`config.mk`:
```
export PLATFORM = sky130hd
export DESIGN_NAME = contact_pair_event_tracker
export DESIGN_NICKNAME = d
export VERILOG_FILES = /design/src/hdl/cpet_pkg.sv /design/src/hdl/contact_pair_event_tracker.sv
export SDC_FILE = /design/constraint.sdc
export NUM_CORES = 1
export LEC_CHECK = 0
export BUFFER_PORTS_ARGS = -buffer_cell sky130_fd_sc_hd__buf_2
export CORE_MARGIN = 1
export CORE_UTILIZATION = 30
export CTS_BUF_LIST = sky130_fd_sc_hd__clkbuf_4 sky130_fd_sc_hd__clkbuf_8 sky130_fd_sc_hd__clkbuf_16
export CTS_CLUSTER_DIAMETER = 200
export DETAILED_ROUTE_END_ITERATION = 10
export PLACE_DENSITY = 0.41
export SETUP_SLACK_MARGIN = 0.2
export SYNTH_ARGS = -nofsm -noshare
export SYNTH_HDL_FRONTEND = slang
export SYNTH_SLANG_ARGS = --single-unit
```
`constraint.sdc`:
```
create_clock -name clk_i -period 5.74 [get_ports clk_i]
set_input_delay 1.148 -clock clk_i [delete_from_list [all_inputs] [get_ports clk_i]]
set_output_delay 1.148 -clock clk_i [all_outputs]
set_load 0.005 [all_outputs]
```
`src/hdl/cpet_pkg.sv`:
```
// Package for the contact pair event tracker.
// Holds the transaction payload types, the table entry layout and the event codes.
// Has no dependencies.
package cpet_pkg;

  localparam int unsigned ID_W    = 8;
  localparam int unsigned COORD_W = 16;

  typedef logic        [ID_W-1:0]    id_t;
  typedef logic signed [COORD_W-1:0] coord_t;

  typedef enum logic [1:0] {
    EV_NONE  = 2'd0,
    EV_START = 2'd1,
    EV_STAY  = 2'd2,
    EV_STOP  = 2'd3
  } event_e;

  typedef struct packed {
    id_t    first_id;
    id_t    second_id;
    coord_t first_left;
    coord_t first_top;
    coord_t first_right;
    coord_t first_bottom;
    coord_t second_left;
    coord_t second_top;
    coord_t second_right;
    coord_t second_bottom;
  } in_item_t;

  typedef struct packed {
    logic [1:0] event_res;
    logic       table_full;
  } out_item_t;

  // One slot of the contact table: pair kept as (smaller id, larger id).
  typedef struct packed {
    logic valid;
    id_t  lo;
    id_t  hi;
  } pair_entry_t;

endpackage

```
`src/hdl/contact_pair_event_tracker.sv`:
```
// Top level of the contact pair event tracker: overlap test, contact table and output register.
// Depends on cpet_pkg for payload types, table entry layout and event codes.
//
// Each input transaction carries two object ids and their world-space boxes. The block tests
// the boxes for overlap (inclusive edges; a box with min > max on either axis overlaps
// nothing), then looks the unordered id pair up in a table of current contacts held in one
// synchronous memory of PAIR_SLOTS entries with one write port and one read port. It returns
// exactly one result per transaction: start (pair recorded in the lowest free slot), stay,
// stop (pair removed) or none; start comes with table_full set when no slot was free and
// nothing was recorded.
// Operation: the table is scanned one slot per cycle through the memory read port. Each item
// goes through accept, the scan and write-back; the scan ends at the slot that holds the pair,
// or after every slot when the pair is absent. One item is in flight at a time; the finished
// result sits in an output register, so the next item is accepted while it waits.
// Write-back holds while an earlier result still waits in that register.
// After reset the block runs a clearing pass over every memory slot and holds in_stall_o high
// until it is done.
module contact_pair_event_tracker #(
  parameter int unsigned PAIR_SLOTS = 64
) (
  input  logic                 clk_i,
  input  logic                 rst_ni,
  input  logic                 in_valid_i,
  output logic                 in_stall_o,
  input  cpet_pkg::in_item_t   in_data_i,
  output logic                 out_valid_o,
  input  logic                 out_stall_i,
  output cpet_pkg::out_item_t  out_data_o
);

  import cpet_pkg::*;

  localparam int unsigned IDX_W   = (PAIR_SLOTS > 1) ? $clog2(PAIR_SLOTS) : 1;
  localparam int unsigned ENTRY_W = $bits(pair_entry_t);
  localparam logic [IDX_W-1:0] LAST_IDX = IDX_W'(PAIR_SLOTS - 1);

  typedef enum logic [1:0] {
    ST_CLEAR,
    ST_IDLE,
    ST_SCAN,
    ST_DECIDE
  } state_e;

  state_e            state_q;
  logic [IDX_W-1:0]  addr_q;       // scan read address, also the clearing pointer
  logic              iss_done_q;   // every slot has been read
  logic              rd_ok_q;      // rdata_q holds a slot of this scan
  logic [IDX_W-1:0]  rd_idx_q;     // slot that rdata_q came from
  logic              found_q;
  logic [IDX_W-1:0]  found_idx_q;
  logic              free_seen_q;
  logic [IDX_W-1:0]  free_idx_q;
  id_t               lo_q;
  id_t               hi_q;
  logic              hit_q;
  logic              out_valid_q;
  out_item_t         out_q;

  logic [ENTRY_W-1:0] mem_q [PAIR_SLOTS];
  logic [ENTRY_W-1:0] rdata_q;

  // Overlap test on the incoming transaction, registered at accept.
  logic in_hit;
  logic in_accept;
  id_t  in_lo;
  id_t  in_hi;

  always_comb begin
    in_hit = (in_data_i.first_left  <= in_data_i.first_right)  &&
             (in_data_i.first_top   <= in_data_i.first_bottom) &&
             (in_data_i.second_left <= in_data_i.second_right) &&
             (in_data_i.second_top  <= in_data_i.second_bottom) &&
             (in_data_i.first_left  <= in_data_i.second_right) &&
             (in_data_i.second_left <= in_data_i.first_right)  &&
             (in_data_i.first_top   <= in_data_i.second_bottom) &&
             (in_data_i.second_top  <= in_data_i.first_bottom);
    // Order the pair so (a,b) and (b,a) land on the same entry.
    if (in_data_i.first_id < in_data_i.second_id) begin
      in_lo = in_data_i.first_id;
      in_hi = in_data_i.second_id;
    end else begin
      in_lo = in_data_i.second_id;
      in_hi = in_data_i.first_id;
    end
  end

  assign in_stall_o = (state_q != ST_IDLE);
  assign in_accept  = in_valid_i && !in_stall_o;

  // Slot compare on the registered read data.
  pair_entry_t rd_entry;
  logic        rd_match;

  assign rd_entry = pair_entry_t'(rdata_q);
  assign rd_match = rd_entry.valid && (rd_entry.lo == lo_q) && (rd_entry.hi == hi_q);

  // Event decision and write-back once the scan is over.
  logic        out_free;
  logic        do_decide;
  out_item_t   result;
  logic        wr_insert;
  logic        wr_remove;
  logic        mem_we;
  logic [IDX_W-1:0]   mem_waddr;
  pair_entry_t mem_wdata;

  assign out_free  = !out_valid_q || !out_stall_i;
  assign do_decide = (state_q == ST_DECIDE) && out_free;

  always_comb begin
    result.event_res  = EV_NONE;
    result.table_full = 1'b0;
    wr_insert         = 1'b0;
    wr_remove         = 1'b0;
    if (hit_q && !found_q) begin
      result.event_res  = EV_START;
      result.table_full = !free_seen_q;
      wr_insert         = free_seen_q;
    end else if (hit_q) begin
      result.event_res  = EV_STAY;
    end else if (found_q) begin
      result.event_res  = EV_STOP;
      wr_remove         = 1'b1;
    end
  end

  always_comb begin
    mem_we    = 1'b0;
    mem_waddr = addr_q;
    mem_wdata = '0;
    if (state_q == ST_CLEAR) begin
      mem_we = 1'b1;
    end else if (do_decide && wr_insert) begin
      mem_we          = 1'b1;
      mem_waddr       = free_idx_q;
      mem_wdata.valid = 1'b1;
      mem_wdata.lo    = lo_q;
      mem_wdata.hi    = hi_q;
    end else if (do_decide && wr_remove) begin
      mem_we    = 1'b1;
      mem_waddr = found_idx_q;
    end
  end

  // Contact table: one write port, one registered read port.
  always_ff @(posedge clk_i) begin
    if (mem_we) begin
      mem_q[mem_waddr] <= mem_wdata;
    end
    rdata_q <= mem_q[addr_q];
  end

  // Sequencer and output register.
  always_ff @(posedge clk_i or negedge rst_ni) begin
    if (!rst_ni) begin
      state_q     <= ST_CLEAR;
      addr_q      <= '0;
      iss_done_q  <= 1'b0;
      rd_ok_q     <= 1'b0;
      rd_idx_q    <= '0;
      found_q     <= 1'b0;
      found_idx_q <= '0;
      free_seen_q <= 1'b0;
      free_idx_q  <= '0;
      lo_q        <= '0;
      hi_q        <= '0;
      hit_q       <= 1'b0;
      out_valid_q <= 1'b0;
      out_q       <= '0;
    end else begin
      // Drop the result once the consumer takes it, unless a new one replaces it.
      if (out_valid_q && !out_stall_i && !do_decide) begin
        out_valid_q <= 1'b0;
      end
      case (state_q)
        ST_CLEAR: begin
          if (addr_q == LAST_IDX) begin
            addr_q  <= '0;
            state_q <= ST_IDLE;
          end else begin
            addr_q <= addr_q + 1'b1;
          end
        end
        ST_IDLE: begin
          if (in_accept) begin
            lo_q        <= in_lo;
            hi_q        <= in_hi;
            hit_q       <= in_hit;
            addr_q      <= '0;
            iss_done_q  <= 1'b0;
            rd_ok_q     <= 1'b0;
            found_q     <= 1'b0;
            free_seen_q <= 1'b0;
            state_q     <= ST_SCAN;
          end
        end
        ST_SCAN: begin
          // Issue one read per cycle, then check its data in the next cycle.
          rd_ok_q  <= !iss_done_q;
          rd_idx_q <= addr_q;
          if (!iss_done_q) begin
            if (addr_q == LAST_IDX) begin
              iss_done_q <= 1'b1;
            end else begin
              addr_q <= addr_q + 1'b1;
            end
          end
          if (rd_ok_q) begin
            if (rd_match) begin
              found_q     <= 1'b1;
              found_idx_q <= rd_idx_q;
              state_q     <= ST_DECIDE;
            end else begin
              if (!rd_entry.valid && !free_seen_q) begin
                free_seen_q <= 1'b1;
                free_idx_q  <= rd_idx_q;
              end
              if (rd_idx_q == LAST_IDX) begin
                state_q <= ST_DECIDE;
              end
            end
          end
        end
        ST_DECIDE: begin
          // Hold here while an earlier result is still waiting.
          if (out_free) begin
            out_valid_q <= 1'b1;
            out_q       <= result;
            rd_ok_q     <= 1'b0;
            state_q     <= ST_IDLE;
          end
        end
        default: begin
          state_q <= ST_IDLE;
        end
      endcase
    end
  end

  assign out_valid_o = out_valid_q;
  assign out_data_o  = out_q;

  // A new result never overwrites one the consumer has not taken.
  a_no_overwrite: assert property (@(posedge clk_i) disable iff (!rst_ni)
    (state_q == ST_DECIDE && out_valid_q && out_stall_i) |=> $stable(out_q))
    else $error("output result overwritten while stalled");

  // table_full only ever accompanies a start event.
  a_full_with_start: assert property (@(posedge clk_i) disable iff (!rst_ni)
    (out_valid_q && out_q.table_full) |-> (out_q.event_res == EV_START))
    else $error("table_full without start");

  // The table is only written in the clearing pass or at write-back, never mid-scan.
  a_no_write_in_scan: assert property (@(posedge clk_i) disable iff (!rst_ni)
    (state_q == ST_SCAN) |-> !mem_we)
    else $error("table written during scan");

  // A found pair never produces a start event.
  a_found_not_start: assert property (@(posedge clk_i) disable iff (!rst_ni)
    (do_decide && found_q) |-> (result.event_res == EV_STAY || result.event_res == EV_STOP))
    else $error("recorded pair reported as start or none");

endmodule
```
# Yosys cells after proc, flatten, opt, wreduce, memory -nomap -nowiden
# Memories as Yosys holds them, arrays and structs flattened. A register that Yosys moved wholly into a read port is not among the register bits.
# Index checks and enable logic that the tools add are counted.
# W data, S select, Z words.
# word_totals
regBits,51
ramBits,1088
inputBits,148
out_inout_bits,5
word_cells,133
memories,1
# memory_table
memory,depth,width,read_ports,rd_ports_with_merged_regs,wr,line_no,rtl
mem_q,64,17,1,1,1,contact_pair_event_tracker.sv:59,logic [ENTRY_W-1:0] mem_q [PAIR_SLOTS];
# op_classes
addsub,1
order_cmp,9
eq_ne,18
mux,48
bitwise,1
n_reduce_logical,40
# ops
op,count
$le A16 B16 Y1,8
$mux W6,7
$mux W17,2
$mux W1,22
$mux W2,9
$pmux W6 S3,1
$logic_and A1 B1 Y1,17
$eq A8 B8 Y1,2
$mux W8,2
$ne A2 B2 Y1 const B,8
$eq A6 B6 Y1 const B,2
$reduce_and A4 Y1,3
$reduce_and A5 Y1,2
$logic_not A1 Y1,8
$lt A8 B8 Y1,1
$pmux W2 S4,1
$add A6 B1 Y6 const B,1
$pmux W1 S2,3
$reduce_and A2 Y1,3
$reduce_and A3 Y1,2
$reduce_bool A3 Y1,2
$eq A2 B2 Y1 const B,2
$ne A2 B1 Y1 const B,2
$ne A3 B3 Y1 const B,1
other kinds (6),6

# Depth between registers and ports, before layout
# Gate-level depths: netlist of run 1.
# logic_depth
word_depth,9
mapped_depth,11
depth_no_buf,9

# Worst setup path after synthesis of run 1
# Ideal clock, no wire load.
# synth_timing
path_kind,input port to flip-flop
from,in out_stall_i
to,"mem mem_q[0][11] (netlist name), data pin"
t_arrival_ns,4.023
required_time_ns,5.373
slack_ns,1.350
path_stages,5
n_path_buf,2
path_cell_list,a21bo_1 -> buf_2 -> nor3_1 -> clkbuf_1 -> and2_1
# synth_lines
item,line_no,rtl
"start, declared",contact_pair_event_tracker.sv:27,"input logic out_stall_i,"
"end, declared",contact_pair_event_tracker.sv:59,

# Final worst setup path of run 1
# layout_timing
from,reg state_q[0]
to,mem mem_q[45][12] (netlist name) (enable)
# layout_via
elab_chain_len,8
elab_cells_between_ends,13
# layout_rtl
item,line_no,rtl
"start, declared",contact_pair_event_tracker.sv:44,state_e state_q;
"start signal, assigned",contact_pair_event_tracker.sv:156,state_q <= ST_CLEAR;
"start signal, assigned",contact_pair_event_tracker.sv:179,state_q <= ST_IDLE;
"start signal, assigned",contact_pair_event_tracker.sv:194,state_q <= ST_SCAN;
$eq A2 B2 Y1,contact_pair_event_tracker.sv:108,assign do_decide = (state_q == ST_DECIDE) && out_free;
$logic_and A1 B1 Y1,contact_pair_event_tracker.sv:108,
$logic_and A1 B1 Y1,contact_pair_event_tracker.sv:139,end else if (do_decide && wr_remove) begin
$mux W1,contact_pair_event_tracker.sv:139,
$mux W1,contact_pair_event_tracker.sv:133,end else if (do_decide && wr_insert) begin
$mux W1,contact_pair_event_tracker.sv:131,if (state_q == ST_CLEAR) begin
$mux W1,contact_pair_event_tracker.sv:147,if (mem_we) begin
$mux W1 (implied by the code),contact_pair_event_tracker.sv:148,mem_q[mem_waddr] <= mem_wdata;
# Several ways; a longest one is shown, not always the timed one.

==> results of run 1 <==
-- cell usage in the layout, fill, tap and decap left out, drive strengths merged, types with 13 or more instances in the layout --
cell	count
nand2	62
nor2	89
inv	99
mux2	20
mux4	357
edfxtp	1088
mux2i	24
nand3	21
dfrtp	51
buf	236
nand4	28
ha	145
dfxtp	17
clkbuf	157
nor2b	13
and2	20
o21ai	45
a21oi	59
clkinv	57
-- final cells by class --
class / instances / area share [%]
inverters: 89 / 0.597
repair buffers: 236 / 2.64
clock buffers: 157 / 6.24
clock inverters: 80 / 1.30
diodes: 9 / 0.0403
multi-input cells: 995 / 23.2
well taps: 2072 / 4.63
flip-flops and latches: 1156 / 61.3
-- how the worst max path moves through the flow --
stage	startpoint	depth (start not counted)	slack, ns	endpoint
global placement	out_stall_i	7	1.21	mem_q[45][5]$_DFFE_PP_
global route	state_q[0]$_DFFE_PN0P_	7	1.53	mem_q[45][12]$_DFFE_PP_
floorplan	out_stall_i	5	1.35	mem_q[0][11]$_DFFE_PP_
detailed placement	out_stall_i	7	1.18	mem_q[45][12]$_DFFE_PP_
finish	state_q[0]$_DFFE_PN0P_	7	1.81	mem_q[45][12]$_DFFE_PP_
CTS	state_q[0]$_DFFE_PN0P_	7	1.73	mem_q[45][12]$_DFFE_PP_
-- registers in the layout, indices dropped and copies added (netlist names) --
| name | flops |
|---|---|
| addr_q | 6 |
| found_idx_q | 6 |
| found_q | 1 |
| free_idx_q | 6 |
| free_seen_q | 1 |
| hi_q | 8 |
| hit_q | 1 |
| iss_done_q | 1 |
| lo_q | 8 |
| mem_q | 1088 |
| out_data_o | 3 |
| out_valid_o | 1 |
| rd_entry | 17 |
| rd_idx_q | 6 |
| rd_ok_q | 1 |
| state_q | 2 |
-- power groups by stage --
stage	clock (mW)	combinational (mW)	sequential [mW]
2_1_floorplan	0	2.46	9.58
5_1_grt	8.67	3.59	9.69
3_3_place_gp	0	3.41	9.84
3_5_place_dp	0	3.44	9.85
6_report	8.14	3.31	9.66
4_1_cts	8.37	3.45	9.67
-- critical path, delay by kind of cell (launching register included) --
kind                       cells  cell delay, ns
buffers and inverters          1            0.30
adders and majority gates      1            0.22
AOI/OAI and AO/OA              2            0.91
DFF                            1            0.44
and+or+nand+nor                3            1.74
-- cell usage after synthesis (5+ instances only) --
cell type	n	area [um^2]
dfxtp_1	17	340
ha_1	145	1810
xor2_1	8	70.1
and2_1	20	125
nor3_1	6	30.0
o21ai_0	28	140
nand2_1	62	233
a21o_1	11	82.6
o21a_1	5	37.5
nand2b_1	5	31.3
nand3_1	21	105
mux2_2	19	214
mux2i_1	24	240
clkbuf_1	53	199
nor2_1	88	330
a21oi_1	59	295
nor2b_1	13	81.3
xnor2_1	9	78.8
o31ai_1	5	37.5
o211ai_1	8	60.1
dfrtp_1	51	1280
buf_1	10	37.5
inv_1	89	334
o21ai_1	17	85.1
edfxtp_1	1088	32700
buf_2	22	110
nand4_1	28	175
mux4_2	353	7950
nor4_1	6	37.5
-- metal layers --
metal / up-vias / wire length [um]
li1: 10300 / -
met1: 12800 / 61200
met2: 639 / 66000
met3: 160 / 7160
met4: 10 / 2040
met5: - / 70
-- logic make-up after synthesis --
logic type | after synthesis
buf+inv | 183
compound gates | 167
xor+xnor | 17
mux | 401
flops | 1156
simple gates | 265
fa+ha+maj | 145
==> flow_summary.ini, run 1 <==
[setup_path]
slowest_stage = nand3_1
critical_path.cell_chain = ha_1 -> a21bo_1 -> or3_1 -> o21ai_1 -> nand3_1 -> nor2_2 -> buf_4
start_kind = register
reg2reg_depth = 7
ff2ff_setup_slack_ns = 1.81
slowest_delay_ns = 0.65
worstSetupEndpointType = register
cp.required_ns = 6.18
critical_path_class = reg -> reg
worstReg2RegStart = state_q[0]$_DFFE_PN0P_
cp_max_fo = 15
r2r-end = mem_q[45][12]$_DFFE_PP_
worstPathArrival_ns = 4.37

[die]
rows = 146
fp.dieH_um = 401
io_pins = 153
start_util_pct = 30.2
core_mm2 = 0.158
die_w_um = 401
dieArea_mm2 = 0.161

[finish]
fin_cells = 4794
drive_gt1_share_pct = 33.4
design_area_mm2 = 0.0559
area_delta_synth_final_pct = 16.9
fill_cells = 14700
multi_input_area_mm2 = 0.0130
final_core_util_pct = 35.3
ff_latch_area_mm2 = 0.0343
nNetsFinal = 2903

[power_and_ir_drop]
seqPwrFrac_pct = 45.8
comb_power_share_pct = 15.7
p_switching_mw = 5.64
p_per_area_mw_per_mm2 = 377
power.leakage_nw = 21.1
swShare_pct = 26.7
clockPowerShare_pct = 38.6
p_int_mw = 15.5
finalPower_mw = 21.1
irDropWorstVdd_uv = 324

[sta]
slew_viol_final = 0
setup_tns_ns = 0
min_period_over_period_pct = 68.5
hold_violations = 0
setup_ws_ns = 1.81
period_minus_slack_ns = 3.93
tightest_slew_ns = 1.16
fin_worst_skew_ns = 0.0312
whs_ns = 0.493
finalSetupViolations = 0
max-slew-margin-rel_pct = 22.5
max_freq_mhz = 254
rsz0062_at_grt = no

[synthesis]
muxShareOfSynthArea_pct = 17.8
synth-seq-cells = 1156
synth-compound-area-share_pct = 2.16
async_flop_share_pct = 4.41
synth-xor-area-share_pct = 0.311
synth_nets = 2627
avgSynthCellArea_um2 = 20.5
synth_edf_count = 1088
ys.flop_type = edfxtp_1
yosys_warnings = 0
yosys.area_share.adder_pct = 3.79
yosysUniqueCellTypes = 62
ys_seq_area_share_pct = 71.6
syn_inst = 2334
synthSimpleGateAreaFrac_pct = 2.65
synth.cell_area_mm2 = 0.0479
synth_top_family_by_area = multiplexers

[route]
routed_wirelength_mm = 137
firstDrtPassIters = 6
dr.first_iter.drc_count = 2208
vias = 23800
drc_errors = 0
viasPerCell = 4.97
drtAntennaViolNets = 0
wire_per_inst_um = 28.5

[clocking]
clk_latency_ns = 0.77
hold_buffers = 0
numCtsBuffers = 132
htree_num_levels = 4
clkTransAtPathRegs_ns = 0.06
tritoncts = done
cts_setup_buffers = 0
cts_max_path_buffers = 3
cts_num_sinks = 1156
post_cts_resized = 0
clock-root-buffer = clkbuf_16

[hold_path]
hold_class = reg -> reg
worstHoldStart = out_data_o[2]$_DFFE_PN0P_
holdPathStages = 2
hold_end = out_data_o[2]$_DFFE_PN0P_

[outcome]
status = finished, final reports clean

[place]
gp_congestion = 0.835
dp_cells = 4548
dp_hpwl_mm = 87.3
portBuffers = 152
place_ws_ns = 1.18
place_area_mm2 = 0.0517

[grt]
grt_use_met1_pct = 23.6
use_met2_pct = 27.6
antenna_found_initial = 28
gr-total-overflow = 0
grt_max_degree = 103
grt_busiest_layer = met2
grtUsageTotal_pct = 17.0
met3_usage_pct = 3.58
grt_pass1_wl_mm = 194
grt_pass1_vias = 24800

[flow_run]
max_cap_violations = 0
Power figures use the tool's default switching activity.
==> inputs of run 2 (changes only) <==
==> constraint.sdc (replaced) <==
create_clock -name clk_i -period 3.7 [get_ports clk_i]
set_input_delay 0.74 -clock clk_i [delete_from_list [all_inputs] [get_ports clk_i]]
set_output_delay 0.74 -clock clk_i [all_outputs]
set_load 0.005 [all_outputs]
==> run 2 against run 1 <==
Compared with the run above:
- die area did not move
- global-route usage rose by 0.77 points
- clock power rose by 61%
- sequential share of layout area fell by 1.7 points
- sequential power rose by 54%
- cell count rose by 1.4%
- core utilization rose by 0.99 points
- routed wire length rose by 4.3%
- flip-flop and latch count did not move
- power rose by 59%
- critical path type unchanged
==> flow_summary.ini, run 2 (synthesis results as in run 1) <==
[route]
drtAntennaViolNets = 0
firstDrtPassIters = 5
routed_wirelength_mm = 142
dr.first_iter.drc_count = 2170
wire_per_inst_um = 29.3
drc_errors = 0
vias = 24100
viasPerCell = 4.96

[sta]
fin_worst_skew_ns = 0.0260
hold_violations = 0
tightest_slew_ns = 0.978
max_freq_mhz = 313
setup_tns_ns = 0
rsz0062_at_grt = no
finalSetupViolations = 0
period_minus_slack_ns = 3.20
min_period_over_period_pct = 86.4
max-slew-margin-rel_pct = 33.8
slew_viol_final = 0

[die]
dieArea_mm2 = 0.161
start_util_pct = 30.2
io_pins = 153
die_w_um = 401
fp.dieH_um = 401
rows = 146
core_mm2 = 0.158

[setup_path]
critical_path_class = reg -> reg
ff2ff_setup_slack_ns = 0.50
cp_max_fo = 17
cp.required_ns = 4.15
crit_end = mem_q[12][4]$_DFFE_PP_
reg2reg_depth = 10
slowest_stage = or3_1
slowest_delay_ns = 0.60
crit_start = state_q[0]$_DFFE_PN0P_
start_kind = register
worstSetupEndpointType = register
worstPathArrival_ns = 3.65
worstReg2RegStart = state_q[0]$_DFFE_PN0P_
critical_path.cell_chain = ha_1 -> a21bo_1 -> or3_1 -> nand2_1 -> o21ai_1 -> nor2_1 -> nand2_2 -> buf_4 -> nor2_2 -> buf_12
r2r-end = mem_q[12][4]$_DFFE_PP_

[hold_path]
hold_class = in -> async

[power_and_ir_drop]
irDropWorstVdd_uv = 387
finalPower_mw = 33.5
power.leakage_nw = 21.7
p_per_area_mw_per_mm2 = 582

[place]
portBuffers = 152
dp_cells = 4616
dp_hpwl_mm = 95.8
place_area_mm2 = 0.0531
gp_congestion = 0.833

[finish]
final_common_cell = edfxtp_1
nNetsFinal = 2972
fill_cells = 14500
drive_gt1_share_pct = 35.3
regMostFlops = mem_q
fin_cells = 4859
area_delta_synth_final_pct = 20.2
final_core_util_pct = 36.3
final_cell_mix = edfxtp_1 (1088), mux4_2 (353), buf_2 (152)
largest_reg_flops = 1088
design_area_mm2 = 0.0575

[clocking]
cts_setup_buffers = 0
clock-root-buffer = clkbuf_16
hold_buffers = 0
clkTransAtPathRegs_ns = 0.06
clk_latency_ns = 0.76
cts_max_path_buffers = 3
cts_num_sinks = 1156
tritoncts = done
htree_num_levels = 4
numCtsBuffers = 133

[flow_run]
max_cap_violations = 0

[grt]
antenna_found_initial = 13
grtUsageTotal_pct = 17.8
grt_max_degree = 69
grt_pass1_vias = 25600
gr-total-overflow = 0
grt_pass1_wl_mm = 202

[outcome]
status = finished, final reports clean
-- run 2: changes by cell type in the layout (fill, tap and decap cells not counted), sizes merged --
cell / before / now
inv: 99 / 97
clkbuf: 157 / 175
clkinvlp: 6 / 5
clkinv: 57 / 38
buf: 236 / 304
bufinv: 7 / 10
diode: 9 / 7
-- run 2: cell type report --
class,instances,area [um^2],share of cell area [%]
clock buffer,175,3780,6.57
multi-input combinational,995,13000,22.6
timing repair buffer,304,2900,5.05
antenna,7,17.5,0.0305
sequential,1156,34300,59.6
inverter,89,334,0.581
tap,2072,2590,4.51
clock inverter,61,612,1.06
-- run 2: worst min path at each step --
stage / from / endpoint / slack, ns / cells after the start
after floorplan: rst_ni / addr_q[0]$_DFFE_PN0P_ / 0.44 / 0
after global placement: out_data_o[0]$_DFFE_PN0P_ / out_data_o[0]$_DFFE_PN0P_ / 0.48 / 2
after detailed placement: out_data_o[0]$_DFFE_PN0P_ / out_data_o[0]$_DFFE_PN0P_ / 0.49 / 2
after CTS: rst_ni / addr_q[2]$_DFFE_PN0P_ / 0.1 / 1
after global routing: rst_ni / addr_q[2]$_DFFE_PN0P_ / 0.17 / 1
final: rst_ni / out_valid_o$_DFF_PN0_ / 0.14 / 1
-- run 2: routing by layer --
metal,routed length [um],vias up,global-route usage (%)
met5,7,-,0
met3,5440,159,2.76
met2,69900,573,29.4
met1,64100,12900,24.4
li1,-,10400,-
met4,2820,2,4.66
-- run 2: through the flow --
| step | setup WS (ns) | hold slack, ns |
|---|---|---|
| final | 0.502 | 0.137 |
| after global routing | 0.270 | 0.167 |
| after CTS | 0.432 | 0.0996 |
| after detailed placement | 0.0134 | 0.488 |
| after global placement | -0.00793 | 0.480 |
| after floorplan | 0.274 | 0.444 |
-- run 2: power breakdown --
| group | switching (mW) | internal (mW) | total [mW] |
|---|---|---|---|
| Sequential | 0.392 | 14.5 | 14.9 |
| Clock | 5.23 | 7.90 | 13.1 |
| Combinational | 3.01 | 2.48 | 5.50 |
| Total | 8.64 | 24.8 | 33.5 |
-- run 2: timing repair --
action                                  CTS  global route
pin swaps                                 0             0
resized for setup                         1             1
endpoints found under the setup margin    9            28
cloned                                    0             0
-- run 2: worst max-delay path, delay by kind of cell, from the launching register on --
kind | cells | cell delay, ns
AOI/OAI and AO/OA | 2 | 0.35
adders and majority gates | 1 | 0.21
and+or+nand+nor | 5 | 1.46
DFF | 1 | 0.43
buffers and inverters | 2 | 0.44
